[src/efps_pkg.sv]
// ----------------------------------------------------------------------------
// efps_pkg
// Shared types and constants of the moving-average percent scaler.
// ----------------------------------------------------------------------------
package efps_pkg;

  localparam int LOW_BITS     = 14;
  localparam int OFFSET_BITS  = 13;
  localparam int LEVEL_BITS   = 22;
  localparam int PCT_BITS     = 15;
  localparam int QUEUE_DEPTH  = 2;
  localparam int CFG_IDX_BITS = 2;

  localparam logic [PCT_BITS-1:0] PERCENT_FULL = 15'd25600;

  typedef enum logic [CFG_IDX_BITS-1:0] {
    CFG_WEIGHT,
    CFG_LOW,
    CFG_HIGH,
    CFG_OFFSET
  } cfg_index_t;

  typedef enum logic [1:0] {
    MODE_RAW,
    MODE_ZERO,
    MODE_SCALE,
    MODE_INVERT
  } mode_t;

  typedef struct packed {
    logic signed [LOW_BITS-1:0]    range_low;
    logic signed [LOW_BITS-1:0]    range_high;
    logic signed [OFFSET_BITS-1:0] reading_offset;
  } cfg_t;

endpackage

[src/efps_fifo.sv]
// ----------------------------------------------------------------------------
// efps_fifo
// Short word queue between the filter front and the scaling back end.
// ----------------------------------------------------------------------------
module efps_fifo #(
  parameter int W     = 30,
  parameter int DEPTH = 2
) (
  input  logic         clk,
  input  logic         rst,
  input  logic         wr_valid,
  output logic         wr_ready,
  input  logic [W-1:0] wr_data,
  output logic         rd_valid,
  input  logic         rd_ready,
  output logic [W-1:0] rd_data
);

  localparam int PW = (DEPTH > 1) ? $clog2(DEPTH) : 1;
  localparam int CW = $clog2(DEPTH + 1);

  logic [W-1:0]  mem [DEPTH];
  logic [PW-1:0] wr_ptr;
  logic [PW-1:0] rd_ptr;
  logic [CW-1:0] count;
  logic          push;
  logic          pop;

  assign wr_ready = (count != CW'(DEPTH));
  assign rd_valid = (count != '0);
  assign rd_data  = mem[rd_ptr];
  assign push     = wr_valid && wr_ready;
  assign pop      = rd_valid && rd_ready;

  always_ff @(posedge clk) begin
    if (push) begin
      mem[wr_ptr] <= wr_data;
    end
  end

  always_ff @(posedge clk) begin
    if (rst) begin
      wr_ptr <= '0;
      rd_ptr <= '0;
      count  <= '0;
    end else begin
      if (push) begin
        wr_ptr <= (wr_ptr == PW'(DEPTH - 1)) ? '0 : wr_ptr + 1'b1;
      end
      if (pop) begin
        rd_ptr <= (rd_ptr == PW'(DEPTH - 1)) ? '0 : rd_ptr + 1'b1;
      end
      if (push && !pop) begin
        count <= count + 1'b1;
      end else if (pop && !push) begin
        count <= count - 1'b1;
      end
    end
  end

endmodule

[src/efps_front.sv]
// ----------------------------------------------------------------------------
// efps_front
// Accepts samples, updates the moving average and classifies the output mode.
// ----------------------------------------------------------------------------
module efps_front #(
  parameter int SAMPLE_BITS      = 12,
  parameter int WEIGHT_FRAC_BITS = 16
) (
  input  logic                                   clk,
  input  logic                                   rst,
  input  logic                                   in_valid,
  output logic                                   in_ready,
  input  logic [SAMPLE_BITS-1:0]                 raw_sample,
  input  logic                                   restart,
  input  logic [WEIGHT_FRAC_BITS:0]              weight,
  input  efps_pkg::cfg_t                         cfg,
  output logic                                   q_valid,
  input  logic                                   q_ready,
  output logic [SAMPLE_BITS+WEIGHT_FRAC_BITS-1:0] q_fv,
  output efps_pkg::mode_t                        q_mode
);

  localparam int F  = WEIGHT_FRAC_BITS;
  localparam int FW = SAMPLE_BITS + F;
  localparam int DW = FW + 1;
  localparam int PW = DW + F + 2;
  localparam logic [PW-1:0] HALF = {{(PW-F){1'b0}}, 1'b1, {(F-1){1'b0}}};

  typedef enum logic [1:0] {F_IDLE, F_MUL, F_UPD, F_PUSH} state_t;

  state_t                   st;
  logic [FW-1:0]            fv;
  logic                     primed;
  logic [SAMPLE_BITS-1:0]   smp;
  logic                     load;
  logic signed [PW-1:0]     prod;
  logic signed [DW-1:0]     diff;
  logic signed [PW-1:0]     acc;

  assign in_ready = (st == F_IDLE);
  assign q_valid  = (st == F_PUSH);
  assign q_fv     = fv;

  assign diff = $signed({1'b0, smp, {F{1'b0}}}) - $signed({1'b0, fv});
  assign acc  = $signed({{(PW-FW-F){1'b0}}, fv, {F{1'b0}}}) + prod + $signed(HALF);

  always_comb begin
    if (cfg.range_low == '0 && cfg.range_high == '0) begin
      q_mode = efps_pkg::MODE_RAW;
    end else if (cfg.range_low == cfg.range_high) begin
      q_mode = efps_pkg::MODE_ZERO;
    end else if (cfg.range_low > cfg.range_high) begin
      q_mode = efps_pkg::MODE_INVERT;
    end else begin
      q_mode = efps_pkg::MODE_SCALE;
    end
  end

  always_ff @(posedge clk) begin
    if (rst) begin
      st     <= F_IDLE;
      fv     <= '0;
      primed <= 1'b0;
    end else begin
      unique case (st)
        F_IDLE: begin
          if (in_valid) begin
            smp  <= raw_sample;
            load <= restart || !primed || weight[F];
            st   <= F_MUL;
          end
        end
        F_MUL: begin
          prod <= $signed({1'b0, weight}) * diff;
          st   <= F_UPD;
        end
        F_UPD: begin
          fv     <= load ? {smp, {F{1'b0}}} : acc[F +: FW];
          primed <= 1'b1;
          st     <= F_PUSH;
        end
        F_PUSH: begin
          if (q_ready) begin
            st <= F_IDLE;
          end
        end
        default: st <= F_IDLE;
      endcase
    end
  end

endmodule

[src/efps_back.sv]
// ----------------------------------------------------------------------------
// efps_back
// Turns a filtered value into a level: raw offset, zero, or percent by serial divide.
// ----------------------------------------------------------------------------
module efps_back #(
  parameter int SAMPLE_BITS      = 12,
  parameter int WEIGHT_FRAC_BITS = 16
) (
  input  logic                                    clk,
  input  logic                                    rst,
  input  logic                                    q_valid,
  output logic                                    q_ready,
  input  logic [SAMPLE_BITS+WEIGHT_FRAC_BITS-1:0] q_fv,
  input  efps_pkg::mode_t                         q_mode,
  input  efps_pkg::cfg_t                          cfg,
  output logic                                    out_valid,
  input  logic                                    out_ready,
  output logic signed [efps_pkg::LEVEL_BITS-1:0]  level
);

  localparam int F    = WEIGHT_FRAC_BITS;
  localparam int FW   = SAMPLE_BITS + F;
  localparam int LB   = efps_pkg::LOW_BITS;
  localparam int PB   = efps_pkg::PCT_BITS;
  localparam int LVB  = efps_pkg::LEVEL_BITS;
  localparam int VA   = (FW + 1 > LB + F) ? FW + 1 : LB + F;
  localparam int VW   = VA + 1;
  localparam int XW   = LB + F;
  localparam int NW   = XW + PB + 1;
  localparam int DIVN = LB + PB;
  localparam int SH   = F - 8;
  localparam int RW   = FW + 1;
  localparam logic [RW-1:0] RND = (SH > 0) ? RW'(1) << ((SH > 0) ? SH - 1 : 0) : '0;
  localparam int CNW  = $clog2(PB);

  typedef enum logic [2:0] {B_IDLE, B_PREP, B_MUL, B_DIV, B_POST, B_FIN} state_t;

  state_t                   st;
  logic [FW-1:0]            fv;
  efps_pkg::mode_t          mode;
  logic [XW-1:0]            x;
  logic [LB-1:0]            dd;
  logic [LB-1:0]            rem;
  logic [PB-1:0]            quo;
  logic [CNW-1:0]           cnt;
  logic signed [LVB-1:0]    res;

  logic signed [LB-1:0]     lo_s;
  logic signed [LB-1:0]     hi_s;
  logic signed [LB:0]       dsum;
  logic signed [VW-1:0]     lo_f;
  logic signed [VW-1:0]     hi_f;
  logic signed [VW-1:0]     v;
  logic signed [VW-1:0]     vc;
  logic signed [VW-1:0]     xs;
  logic [RW-1:0]            f8;
  logic signed [LVB-1:0]    raw_lvl;
  logic [NW-1:0]            num;
  logic [LB:0]              trial;
  logic                     ge;
  logic [LB:0]              trial_sub;
  logic [PB-1:0]            p_cl;

  assign q_ready = (st == B_IDLE);

  always_comb begin
    lo_s = (mode == efps_pkg::MODE_INVERT) ? cfg.range_high : cfg.range_low;
    hi_s = (mode == efps_pkg::MODE_INVERT) ? cfg.range_low  : cfg.range_high;
    dsum = hi_s - lo_s;
    lo_f = VW'(lo_s) <<< F;
    hi_f = VW'(hi_s) <<< F;
    v    = $signed(VW'({1'b0, fv})) + (VW'(cfg.reading_offset) <<< F);
    if (v < lo_f) begin
      vc = lo_f;
    end else if (v > hi_f) begin
      vc = hi_f;
    end else begin
      vc = v;
    end
    xs      = vc - lo_f;
    f8      = (RW'(fv) + RND) >> SH;
    raw_lvl = $signed(LVB'(f8)) + (LVB'(cfg.reading_offset) <<< 8);
    num     = NW'(x) * NW'(efps_pkg::PERCENT_FULL) + (NW'(dd) << (F - 1));
    trial     = {rem, quo[PB-1]};
    ge        = (trial >= {1'b0, dd});
    trial_sub = trial - {1'b0, dd};
    p_cl      = (quo > efps_pkg::PERCENT_FULL) ? efps_pkg::PERCENT_FULL : quo;
  end

  always_ff @(posedge clk) begin
    if (rst) begin
      st        <= B_IDLE;
      out_valid <= 1'b0;
    end else begin
      if (st == B_FIN && (!out_valid || out_ready)) begin
        out_valid <= 1'b1;
      end else if (out_valid && out_ready) begin
        out_valid <= 1'b0;
      end
      unique case (st)
        B_IDLE: begin
          if (q_valid) begin
            fv   <= q_fv;
            mode <= q_mode;
            st   <= B_PREP;
          end
        end
        B_PREP: begin
          x  <= XW'(xs);
          dd <= LB'(dsum);
          unique case (mode)
            efps_pkg::MODE_RAW: begin
              res <= raw_lvl;
              st  <= B_FIN;
            end
            efps_pkg::MODE_ZERO: begin
              res <= '0;
              st  <= B_FIN;
            end
            default: st <= B_MUL;
          endcase
        end
        B_MUL: begin
          rem <= num[F + DIVN - 1 -: LB];
          quo <= num[F +: PB];
          cnt <= '0;
          st  <= B_DIV;
        end
        B_DIV: begin
          rem <= ge ? trial_sub[LB-1:0] : trial[LB-1:0];
          quo <= {quo[PB-2:0], ge};
          cnt <= cnt + 1'b1;
          if (cnt == CNW'(PB - 1)) begin
            st <= B_POST;
          end
        end
        B_POST: begin
          if (mode == efps_pkg::MODE_INVERT) begin
            res <= $signed(LVB'(efps_pkg::PERCENT_FULL - p_cl));
          end else begin
            res <= $signed(LVB'(p_cl));
          end
          st <= B_FIN;
        end
        B_FIN: begin
          if (!out_valid || out_ready) begin
            level <= res;
            st    <= B_IDLE;
          end
        end
        default: st <= B_IDLE;
      endcase
    end
  end

endmodule

[src/ema_filter_percent_scaler.sv]
// ----------------------------------------------------------------------------
// ema_filter_percent_scaler
// Moving-average filter of converter samples with range-to-percent scaling.
// The front takes a new sample only after it has queued its previous word;
// the back end runs a 15-step restoring divider in scaled mode and takes
// the next queued word only after finishing the current one.
// Reset: synchronous; clears filter history and loads register reset values.
// ----------------------------------------------------------------------------
module ema_filter_percent_scaler #(
  parameter int SAMPLE_BITS      = 12,
  parameter int WEIGHT_FRAC_BITS = 16,
  localparam int CFG_W = (WEIGHT_FRAC_BITS + 1 > efps_pkg::LOW_BITS) ?
                         WEIGHT_FRAC_BITS + 1 : efps_pkg::LOW_BITS
) (
  input  logic                                   clk,
  input  logic                                   rst,
  input  logic                                   cfg_en,
  input  logic [efps_pkg::CFG_IDX_BITS-1:0]      cfg_index,
  input  logic [CFG_W-1:0]                       cfg_data,
  input  logic                                   in_valid,
  output logic                                   in_ready,
  input  logic [SAMPLE_BITS-1:0]                 raw_sample,
  input  logic                                   restart,
  output logic                                   out_valid,
  input  logic                                   out_ready,
  output logic signed [efps_pkg::LEVEL_BITS-1:0] level
);

  localparam int F  = WEIGHT_FRAC_BITS;
  localparam int FW = SAMPLE_BITS + F;
  localparam int QW = FW + 2;

  logic [F:0]          weight;
  efps_pkg::cfg_t      cfg;
  logic                fq_valid;
  logic                fq_ready;
  logic [FW-1:0]       fq_fv;
  efps_pkg::mode_t     fq_mode;
  logic                bq_valid;
  logic                bq_ready;
  logic [QW-1:0]       bq_data;

  always_ff @(posedge clk) begin
    if (rst) begin
      weight <= {1'b1, {F{1'b0}}};
      cfg    <= '0;
    end else if (cfg_en) begin
      unique case (efps_pkg::cfg_index_t'(cfg_index))
        efps_pkg::CFG_WEIGHT: weight             <= cfg_data[F:0];
        efps_pkg::CFG_LOW:    cfg.range_low      <= cfg_data[efps_pkg::LOW_BITS-1:0];
        efps_pkg::CFG_HIGH:   cfg.range_high     <= cfg_data[efps_pkg::LOW_BITS-1:0];
        efps_pkg::CFG_OFFSET: cfg.reading_offset <= cfg_data[efps_pkg::OFFSET_BITS-1:0];
        default: ;
      endcase
    end
  end

  efps_front #(
    .SAMPLE_BITS      (SAMPLE_BITS),
    .WEIGHT_FRAC_BITS (WEIGHT_FRAC_BITS)
  ) u_front (
    .clk        (clk),
    .rst        (rst),
    .in_valid   (in_valid),
    .in_ready   (in_ready),
    .raw_sample (raw_sample),
    .restart    (restart),
    .weight     (weight),
    .cfg        (cfg),
    .q_valid    (fq_valid),
    .q_ready    (fq_ready),
    .q_fv       (fq_fv),
    .q_mode     (fq_mode)
  );

  efps_fifo #(
    .W     (QW),
    .DEPTH (efps_pkg::QUEUE_DEPTH)
  ) u_fifo (
    .clk      (clk),
    .rst      (rst),
    .wr_valid (fq_valid),
    .wr_ready (fq_ready),
    .wr_data  ({fq_mode, fq_fv}),
    .rd_valid (bq_valid),
    .rd_ready (bq_ready),
    .rd_data  (bq_data)
  );

  efps_back #(
    .SAMPLE_BITS      (SAMPLE_BITS),
    .WEIGHT_FRAC_BITS (WEIGHT_FRAC_BITS)
  ) u_back (
    .clk       (clk),
    .rst       (rst),
    .q_valid   (bq_valid),
    .q_ready   (bq_ready),
    .q_fv      (bq_data[FW-1:0]),
    .q_mode    (efps_pkg::mode_t'(bq_data[QW-1:FW])),
    .cfg       (cfg),
    .out_valid (out_valid),
    .out_ready (out_ready),
    .level     (level)
  );

endmodule

[config.mk]
export PLATFORM = sky130hd
export DESIGN_NAME = ema_filter_percent_scaler
export DESIGN_NICKNAME = d
export VERILOG_FILES = /design/src/efps_pkg.sv /design/src/efps_fifo.sv /design/src/efps_front.sv /design/src/efps_back.sv /design/src/ema_filter_percent_scaler.sv
export SDC_FILE = /design/constraint.sdc
export NUM_CORES = 2
export LEC_CHECK = 0
export BUFFER_PORTS_ARGS = -buffer_cell sky130_fd_sc_hd__buf_4
export CORE_MARGIN = 2
export CORE_UTILIZATION = 56
export CTS_CLUSTER_DIAMETER = 150
export CTS_CLUSTER_SIZE = 24
export DETAILED_ROUTE_END_ITERATION = 10
export PLACE_DENSITY = 0.72
export SLEW_MARGIN = 20
export SYNTH_ARGS = -nofsm -noshare
export SYNTH_HDL_FRONTEND = slang
export SYNTH_HIERARCHICAL = 1
export SYNTH_SLANG_ARGS = --single-unit
[constraint.sdc]
create_clock -name clk -period 8.5 [get_ports clk]
set_input_delay 0.85 -clock clk [delete_from_list [all_inputs] [get_ports clk]]
set_output_delay 0.85 -clock clk [all_outputs]
set_load 0.05 [all_outputs]
==> impl_metrics.toml <==
[cts]
cts_sinks = 351
cts_buffer_depth = 3
clkLatencyLatePin_ns = 0.56
cts_tree = "yes"
cts_root_buf = "clkbuf_16"
h-tree-depth = 1
cts_buffers = 18
clk_pin_slew_ns = 0.10
post-cts-setup-buffers = 0

[min_path]
min_from = "u_back/res[11]$_DFFE_PP_"
min_path_type = "reg -> reg"

[sta]
final-setup-viol-count = 0
finClkSkew_ns = 0.0334
hold_viol_final = 0
fmax_mhz = 123
setup-tns-final_ns = 0
slew_headroom_pct = 20.6
drv_slew = 0
fin_ws_ns = 0.389
period_needed_ns = 8.11
rsz0062_at_grt = "false"
min_period_over_period_pct = 95.4
max_slew.worst_pin.slew_ns = 1.19

[status]
outcome = "complete, no violations"

[worst_setup_path]
rr_startpoint = "u_front/q_fv[3]$_SDFFE_PP0P_"
slowest_delay_ns = 0.91
path_common_cell = "fa_1"
cp-end-kind = "register"
critical_path_peak_fanout = 7
crit_arrival_ns = 8.42
crit_buf_inv = 7
required_ns = 8.81
cpLargestDelayFamily = "adder cells"
slowest_stage = "xnor2_1"
path_class = "reg -> reg"
crit_start = "u_front/q_fv[3]$_SDFFE_PP0P_"
start_kind = "register"

[synth]
syn_inst = 4377
synth_edf_count = 253
synth_cell_type_count = 107
yosysTopAreaCell = "fa_1"
synth-seq-area-share_pct = 23.3
syn-num-nets = 5247
synthesis.area_um2 = 41100
yosysTopAreaCellShare_pct = 23.6
synth_area_leaders = "fa_1, edfxtp_1, ha_1"
ys_seq_elements = 351
ys_async_sr_fraction_pct = 0
yosysWarnings = 6
yosys_most_used_dff = "edfxtp_1"
avgSynthCellArea_um2 = 9.39

[placement]
dp_cells = 5314
portBuffers = 60
place_area_um2 = 42800
globalplace.congestion = 0.958
dp_hpwl_mm = 80.3
place_ws_ns = 0.256

[global_routing]
grt_pass1_wl_mm = 165
grt_max_degree = 76
grt_pass1_vias = 31100
antenna_found_initial = 3
grt_overflow = 0
track_usage_pct = 27.7

[detailed_routing]
wire_per_inst_um = 19.2
via_per_inst = 5.68
ant_nets = 0
wl_mm = 103
first_pass_iters = 5
dr.first_iter.drc_count = 1944
drc = 0
vias = 30400

[floorplanning]
core_area_um2 = 72800
die_height_um = 275
initial_core_util_pct = 56.4
dieArea_um2 = 75600
die_w_um = 275
rows = 99
ios = 61

[power_and_ir_drop]
power_mw = 12.0
vdd_drop_max_v = 0.000398
p_per_area_nw_per_um2 = 277
p_leak_nw = 20.2

[finish]
final_layout_size_suffix_gt1_share_pct = 6.22
layoutNonFillerInstCount = 5346
final_nets = 5245
final_cell_area_um2 = 43300
antenna_cells = 0
area_growth_pct = 5.40

[job]
drv_cap = 0
[placed cells by master, fill, tap and decap left out, types with 53 or more instances in the layout]
cell        n
inv_1     794
fa_1      485
nand2_1   476
ha_1      348
edfxtp_1  253
and2_1    185
nor2_1    180
a21oi_1   158
xnor2_1   149
buf_4     136
o21ai_0   124
nand2b_1  108
mux2i_1   101
dfxtp_1    90
xor2_1     75
a21o_1     60
nand3_1    53
[kinds of logic after synthesis]
| logic type | share of synthesized area, % |
|---|---|
| AOI/OAI and AO/OA | 10.2 |
| DFF | 23.3 |
| muxes | 3.31 |
| adders and majority gates | 34.4 |
| and+or+nand+nor | 15.1 |
| buffers and inverters | 8.86 |
| xor gates and xnor gates | 4.95 |
[sequential cells by signal, summed over array words and instances (netlist names), 12 cells and up, named ones only]
signal,flops
u_back/quo,15
u_back/fv,28
u_back/dd,14
cfg,41
u_back/rem,14
u_back/level,22
u_front/smp,12
weight,17
u_back/res,22
u_front/prod,29
u_fifo/mem,60
u_back/x,30
u_front/q_fv,28
[path summary, 6_finish.rpt]
kind	slack, ns	cells past startpoint	to
setup / recovery	0.39	28	u_front/prod[34]$_DFFE_PP_
hold / removal	0.42	0	u_back/level[11]$_DFFE_PP_
setup reg to reg	0.39	28	u_front/prod[34]$_DFFE_PP_
hold reg to reg	0.42	0	u_back/level[11]$_DFFE_PP_
[per-stage QoR]
step / util [%] / hold slack, ns
after floorplan: - / 0.400
after global placement: 58.7 / 0.402
final: 59.5 / 0.419
after detailed placement: 58.7 / 0.405
after global routing: 59.5 / 0.436
after CTS: 59.4 / 0.416
[area by class of cell]
class	instances	area (µm²)
Inverter	795	2980
Fill cell	6354	29500
Tap cell	959	1200
Multi-Input combinational cell	3070	28000
Clock buffer	30	495
Sequential cell	351	9570
Clock inverter	2	27.5
Timing Repair Buffer	139	1070
[where the power goes]
part,switching (mW),internal (mW),total [mW]
Combinational,4.90,3.45,8.34
Clock,0.561,0.411,0.971
Sequential,0.249,2.43,2.68
Total,5.70,6.29,12.0
[cells in the mapped netlist (all sizes together) (8+ instances only)]
library cell    n
o22ai          19
a311oi          9
nor3           38
a22oi          16
maj3            8
a2111oi         9
a21o           61
or3            14
and2          188
mux2i         101
nand3          54
nor2b          37
nand2b        108
buf            30
and4            8
nor3b          10
a211oi         30
nor4           25
o21a           25
and3           33
a211o           8
nor2          183
dfxtp          98
xnor2         153
ha            348
or2            10
fa            485
a21oi         160
o21bai         18
mux2           31
a31oi          23
edfxtp        253
inv           794
o211a          11
clkbuf        131
xor2           76
o31ai           8
o211ai         28
nand2         476
nand4          25
o21ai         130
[what timing repair did]
| action | CTS | global route |
|---|---|---|
| hold endpoints to repair | 0 | 0 |
| gates resized for setup | 0 | 5 |
| hold buffers | 0 | 0 |
| endpoints found under the setup margin | 0 | 5 |
[routing by layer]
metal / vias to the layer above / routed length [µm] / GRT usage [%]
met5: - / 26 / 0
met4: 4 / 3920 / 9.74
met3: 223 / 5640 / 2.93
met2: 944 / 50800 / 48.9
met1: 15000 / 42100 / 35.3
li1: 14200 / - / -
Note: power is estimated with default switching activity, not from simulation.
